--- src/sv/dpcr_pkg.sv ---
// Shared constants, types and saturation helpers for the disc pair collision resolver.
package dpcr_pkg;

  localparam int FRAC_BITS  = 8;
  localparam int EXTRA_BITS = 8;
  localparam int POS_W      = 20;
  localparam int VEL_W      = 16;
  localparam int RAD_W      = 15;
  localparam int DATA_W     = 4 * POS_W + 4 * VEL_W;
  localparam int USER_W     = 3;

  localparam logic [RAD_W-1:0] RADIUS_RESET = 15'd6400;

  // square root unit: floor(sqrt(x)) of a 48-bit value, one root bit per stage
  localparam int SQ_IN_W  = 48;
  localparam int SQRT_W   = 24;
  localparam int SQ_REM_W = SQ_IN_W + 1;
  localparam int SQRT_LAT = SQRT_W;

  // rounding divider: one setup stage, then one quotient bit per stage
  localparam int DIV_MAG_W = 50;
  localparam int DIV_DEN_W = 32;
  localparam int DIV_Q_W   = 19;
  localparam int DIV_REM_W = 53;
  localparam int DIV_DD_W  = DIV_DEN_W + 1;
  localparam int DIV_LAT   = DIV_Q_W + 1;

  typedef struct packed {
    logic signed [POS_W-1:0] first_pos_x;
    logic signed [POS_W-1:0] first_pos_y;
    logic signed [POS_W-1:0] second_pos_x;
    logic signed [POS_W-1:0] second_pos_y;
    logic signed [VEL_W-1:0] first_vel_x;
    logic signed [VEL_W-1:0] first_vel_y;
    logic signed [VEL_W-1:0] second_vel_x;
    logic signed [VEL_W-1:0] second_vel_y;
  } pair_t;

  // side data that travels with a pair through the arithmetic units
  typedef struct packed {
    pair_t               pair;
    logic signed [16:0]  dx;
    logic signed [16:0]  dy;
    logic signed [35:0]  dot;
    logic [31:0]         d2;
    logic [RAD_W:0]      min_d;
    logic                contact;
    logic                coin;
    logic                imp;
  } side_t;

  function automatic logic [POS_W-1:0] sat_pos(input logic signed [POS_W+1:0] v);
    logic [POS_W-1:0] r;
    if ((v[POS_W+1:POS_W-1] == 3'b000) || (v[POS_W+1:POS_W-1] == 3'b111)) begin
      r = v[POS_W-1:0];
    end else if (v[POS_W+1]) begin
      r = {1'b1, {(POS_W-1){1'b0}}};
    end else begin
      r = {1'b0, {(POS_W-1){1'b1}}};
    end
    return r;
  endfunction

  function automatic logic [VEL_W-1:0] sat_vel(input logic signed [VEL_W+4:0] v);
    logic [VEL_W-1:0] r;
    if ((v[VEL_W+4:VEL_W-1] == '0) || (v[VEL_W+4:VEL_W-1] == '1)) begin
      r = v[VEL_W-1:0];
    end else if (v[VEL_W+4]) begin
      r = {1'b1, {(VEL_W-1){1'b0}}};
    end else begin
      r = {1'b0, {(VEL_W-1){1'b1}}};
    end
    return r;
  endfunction

endpackage

--- src/sv/dpcr_isqrt.sv ---
// Pipelined integer square root, one result bit resolved per register stage.
module dpcr_isqrt (
  input  logic                        clk,
  input  logic                        en,
  input  logic [dpcr_pkg::SQ_IN_W-1:0] x,
  output logic [dpcr_pkg::SQRT_W-1:0]  root
);
  import dpcr_pkg::*;

  logic [SQ_REM_W-1:0] rem_q  [SQRT_W];
  logic [SQRT_W-1:0]   root_q [SQRT_W];

  for (genvar i = 0; i < SQRT_W; i++) begin : g_st
    localparam int B = SQRT_W - 1 - i;
    logic [SQ_REM_W-1:0] rem_in;
    logic [SQ_REM_W-1:0] trial;
    logic [SQRT_W-1:0]   root_in;

    if (i == 0) begin : g_first
      assign rem_in  = SQ_REM_W'(x);
      assign root_in = '0;
    end else begin : g_next
      assign rem_in  = rem_q[i-1];
      assign root_in = root_q[i-1];
    end

    // (r + 2^B)^2 - r^2
    assign trial = (SQ_REM_W'(root_in) << (B + 1)) + (SQ_REM_W'(1) << (2 * B));

    always_ff @(posedge clk) begin
      if (en) begin
        if (rem_in >= trial) begin
          rem_q[i]  <= rem_in - trial;
          root_q[i] <= root_in | (SQRT_W'(1) << B);
        end else begin
          rem_q[i]  <= rem_in;
          root_q[i] <= root_in;
        end
      end
    end
  end

  assign root = root_q[SQRT_W-1];

endmodule

--- config.mk ---
export PLATFORM = sky130hd
export DESIGN_NAME = dpcr_isqrt
export DESIGN_NICKNAME = d
export VERILOG_FILES = /design/src/sv/dpcr_pkg.sv /design/src/sv/dpcr_isqrt.sv
export SDC_FILE = /design/constraint.sdc
export NUM_CORES = 2
export LEC_CHECK = 0
export ABC_CLOCK_PERIOD_IN_PS = 4400
export BUFFER_PORTS_ARGS = -buffer_cell sky130_fd_sc_hd__buf_2
export CORE_UTILIZATION = 31
export CTS_CLUSTER_DIAMETER = 80
export DETAILED_ROUTE_END_ITERATION = 12
export GPL_TIMING_DRIVEN = 0
export PLACE_DENSITY = 0.5
export SYNTH_ARGS = -nofsm -noshare
export SYNTH_HDL_FRONTEND = slang
export SYNTH_SLANG_ARGS = --single-unit
--- constraint.sdc ---
create_clock -name clk -period 4.4 [get_ports clk]
set_input_delay 0.22 -clock clk [delete_from_list [all_inputs] [get_ports clk]]
set_output_delay 0.22 -clock clk [all_outputs]
set_load 0.01 [all_outputs]
Yosys cells after proc, flatten, opt, wreduce, memory -nomap -nowiden
Memory sizes are Yosys's and may differ from the RTL's.
Index checks and enable logic that the tools add are counted.
- flip-flop bits (word level): 0
- memory bits (writable): 1752
- input bits: 50
- output and inout bits: 24
- word-level logic and storage cells: 313
- memories: 2
- memory list (name ; words ; bits a word ; rd ports ; clocked after Yosys merged registers in ; wr ports ; line ; source):
    rem_q ; 24 ; 49 ; 23 ; 0 ; 24 ; dpcr_isqrt.sv:10 ; logic [SQ_REM_W-1:0] rem_q [SQRT_W];
    root_q ; 24 ; 24 ; 24 ; 0 ; 24 ; dpcr_isqrt.sv:11 ; logic [SQRT_W-1:0] root_q [SQRT_W];
- $add $sub $neg: 47
- magnitude comparators: 24
- muxes and demuxes: 192
- bitwise gates (word level): 48
- operators by type and width (kind ; number):
    49-bit two-way mux ; 24
    24-bit two-way mux ; 24
    1-bit two-way mux ; 144
    49-bit by 26-bit greater-or-equal comparator with 1-bit output ; 1
    49-bit by 27-bit greater-or-equal comparator with 1-bit output ; 1
    49-bit by 28-bit greater-or-equal comparator with 1-bit output ; 1
    49-bit by 29-bit greater-or-equal comparator with 1-bit output ; 1
    49-bit by 30-bit greater-or-equal comparator with 1-bit output ; 1
    49-bit by 31-bit greater-or-equal comparator with 1-bit output ; 1
    49-bit by 32-bit greater-or-equal comparator with 1-bit output ; 1
    49-bit by 33-bit greater-or-equal comparator with 1-bit output ; 1
    49-bit by 34-bit greater-or-equal comparator with 1-bit output ; 1
    49-bit by 35-bit greater-or-equal comparator with 1-bit output ; 1
    49-bit by 36-bit greater-or-equal comparator with 1-bit output ; 1
    49-bit by 37-bit greater-or-equal comparator with 1-bit output ; 1
    49-bit by 38-bit greater-or-equal comparator with 1-bit output ; 1
    49-bit by 39-bit greater-or-equal comparator with 1-bit output ; 1
    49-bit by 40-bit greater-or-equal comparator with 1-bit output ; 1
    49-bit by 41-bit greater-or-equal comparator with 1-bit output ; 1
    49-bit by 42-bit greater-or-equal comparator with 1-bit output ; 1
    49-bit by 43-bit greater-or-equal comparator with 1-bit output ; 1
    49-bit by 44-bit greater-or-equal comparator with 1-bit output ; 1
    49-bit by 45-bit greater-or-equal comparator with 1-bit output ; 1
    49-bit by 46-bit greater-or-equal comparator with 1-bit output ; 1
    51 further kinds ; 98

Longest topological paths before layout
An unclocked memory read counts as a cell.
- depth after elaboration: 7
- mapped depth: 13
- gate-level depth less buffers: 11

Worst setup path after synthesis
Ideal clock, no wire load.
- path kind: register to register
- start point: memory rem_q[1][376] (netlist bit)
- end point: memory rem_q[2][36] (netlist bit), data pin
- library setup time: 0.271 ns
- data arrival time: 3.120 ns
- data required time: 4.129 ns
- path slack: 1.009 ns
- stages on the path, launching flop included: 11
- buffers on the path: 1
- clock period less this slack: 3.391 ns
- cells stage by stage: edfxtp_1 > or4_4 > or4b_1 > or3_1 > or3_1 > a311oi_4 > a311o_2 > or3_1 > buf_4 > nor4_1 > xor2_1
- RTL lines (item ; line):
    start: declaration ; dpcr_isqrt.sv:10

==> impl_metrics.json <==
{
  "endpoint_kind": "flop",
  "placedCellCount": 8375,
  "wl_per_cell_um": 18.7,
  "cp_slowest_cell": "a311oi_2",
  "clk_latency_ns": 0.80,
  "tightest_slew_ns": 1.25,
  "maxCapViolCount": 0,
  "grt_max_degree": 72,
  "die_area_mm2": 0.222,
  "cts_setup_buffers": 0,
  "worst-setup-path-type": "reg2reg",
  "status": "completed",
  "cp.arrival_ns": 4.71,
  "min_path_type": "in2reg",
  "grt_first_pass_wirelength_mm": 252,
  "vias_per_cell": 4.90,
  "synth_nets": 5805,
  "grt_util_all_layers_pct": 14.6,
  "timing.fmax_ghz": 0.237,
  "synth_area_mm2": 0.0683,
  "critPathMostFrequentCell": "nor3_1",
  "period_minus_slack_ns": 4.22,
  "drtIter0Drc": 2641,
  "synth_warnings": 0,
  "peakVddDrop_v": 0.000409,
  "cp_max_fo": 10,
  "die_h_um": 471,
  "synthFlopType": "edfxtp_1",
  "worst_setup_path_start_kind": "flop",
  "syn_inst": 5433,
  "ys_seq_area_share_pct": 62.7,
  "fin_crit_sh_pct": 96.0,
  "final_area_mm2": 0.0782,
  "drt_wl_total_mm": 163,
  "layout.cells.non_filler": 8704,
  "final_common_cell": "edfxtp_1",
  "fin_tns_setup_ns": 0,
  "power_leakage_nw": 28.6,
  "setup-violations-final": 0,
  "worst_clock_skew_ns": 0.0753,
  "dr.pass1.iters": 5,
  "num_vias": 42700,
  "worstPathRequired_ns": 4.88,
  "cpPeakStageDelay_ns": 0.75,
  "core_mm2": 0.218,
  "synth_area_per_cell_um2": 12.6,
  "cts_root_buf": "clkbuf_16",
  "cts_tree": "built",
  "max_slew_margin_pct": 16.6,
  "rows": 171,
  "rsz0062_at_grt": "false",
  "drv_slew": 0,
  "antenna_found_initial": 5,
  "htreeDepth": 4,
  "async_flop_share_pct": 0,
  "initial_core_util_pct": 31.3,
  "gp_congestion": 0.913,
  "finalNetCount": 6098,
  "layout_common_cells": "1427 x edfxtp_1, 409 x nand2_1, 389 x inv_1, 335 x o21ai_0, 322 x ha_1",
  "cts_buffers": 154,
  "pwr_density_cell_mw_per_mm2": 478,
  "path_buf_inv": 1,
  "die_w_um": 471,
  "layout-drive-gt1-share_pct": 7.40,
  "synth-seq-cells": 1427,
  "synthDistinctLibCells": 85,
  "io_pins": 74,
  "drcViolationCount": 0,
  "dpl.hpwl_mm": 127,
  "cts.clk_slew.worst_paths_ns": 0.06,
  "dpl_cell_area_mm2": 0.0726,
  "syn_to_final_growth_pct": 14.5,
  "crit_path_cell_trace": "nor3_1, nand3b_1, nor3_1, o2111ai_1, a311oi_2, clkbuf_1, o21ai_0",
  "final_hold_viol_count": 0,
  "overflow": 0,
  "cp_top_family": "simple AND/OR/NAND/NOR gates",
  "grt_pass1_vias": 43700,
  "cts_buffer_depth": 3,
  "synth_edf_count": 1427,
  "io_buffers": 73,
  "cts_sinks": 1427,
  "ant_nets": 0
}
-- registers in the layout, summed over array words and instances (netlist names) --
name / flops
rem_q: 1127
root_q: 300
-- stage by stage --
step                      setup WS (ns)  power, W  hold WS [ns]  util [%]
after floorplan                    1.01    0.0228         0.319         -
after global placement            -1.11    0.0248         0.413      33.1
after detailed placement         -0.290    0.0248         0.414      33.3
after CTS                        0.0459    0.0378        0.0514      35.9
after global routing             0.0361    0.0392        0.0899      35.9
final                             0.175    0.0374         0.138      35.9
-- timing repair --
item | CTS | global route
hold buffers | 49 | 0
endpoints found under the setup margin | 34 | 17
hold endpoints to repair | 50 | 0
pin swaps | 0 | 0
gates resized for setup | 6 | 7
cloned | 0 | 0
-- cells in the mapped netlist (11+ instances only) --
master	instances	area, um2
o21ai_0	335	1680
o211ai_1	16	120
nand3_1	77	385
and3_1	21	131
mux2_2	27	304
nor4b_1	26	228
nand4_1	78	488
ha_1	322	4030
nand3b_1	15	113
inv_1	389	1460
or4_1	55	413
a31oi_1	13	81.3
a211oi_1	28	210
nand4b_1	16	140
nor2_1	313	1170
and2_1	15	93.8
xor2_1	275	2410
o21a_1	52	390
or3_1	67	419
a21oi_1	251	1260
o22ai_1	11	68.8
o31a_1	12	105
o31ai_1	22	165
clkbuf_1	94	353
a21o_1	97	728
or2_2	24	150
nor4_1	203	1270
nor2b_1	56	350
nor3_1	174	871
a211o_1	12	105
nand2b_1	76	475
o21bai_1	31	233
edfxtp_1	1427	42900
xnor2_1	229	2010
nand2_1	409	1540
buf_2	11	55.1
-- power breakdown --
part / leakage [nW] / internal [W] / switching [W]
clock: 2.41 / 0.00727 / 0.00551
sequential: 13.7 / 0.0170 / 0.00120
combinational: 12.5 / 0.00262 / 0.00377
total: 28.6 / 0.0269 / 0.0105
-- path summary, 6_finish.rpt --
kind / slack [ns] / cells after the start / startpoint / end
max reg2reg: 0.18 / 7 / rem_q[2][226]$_DFFE_PP_ / rem_q[2][263]$_DFFE_PP_
min reg2reg: 0.44 / 0 / rem_q[0][31]$_DFFE_PP_ / rem_q[0][80]$_DFFE_PP_
max: 0.18 / 7 / rem_q[2][226]$_DFFE_PP_ / rem_q[2][263]$_DFFE_PP_
min: 0.14 / 2 / x[29] / rem_q[0][29]$_DFFE_PP_
-- area by class of cell --
cell class	count	area (um2)
Inverter	389	1460
Clock inverter	94	1030
Sequential cell	1427	42900
Multi-Input combinational cell	3507	23600
Antenna cell	1	2.50
Clock buffer	185	3990
Buffer	110	507
Timing Repair Buffer	137	1170
Tap cell	2854	3570
Fill cell	21000	140000
-- routing by layer --
layer / global-route usage (%) / vias to the layer above / share of wire [%]
li1: - / 20900 / -
met1: 16.2 / 20700 / 40
met2: 27.5 / 725 / 53
met3: 2.15 / 325 / 3.0
met4: 5.90 / 0 / 3.9
met5: 0 / - / 0
-- kinds of logic after synthesis --
family	synth area share, %
AO/OA/AOI/OAI	8.85
XOR/XNOR	6.46
adder cells (fa/ha/maj)	5.90
buffers and inverters	2.79
flip-flops	62.7
multiplexers	0.592
AND/OR/NAND/NOR	12.7
Power figures use the tool's default switching activity.
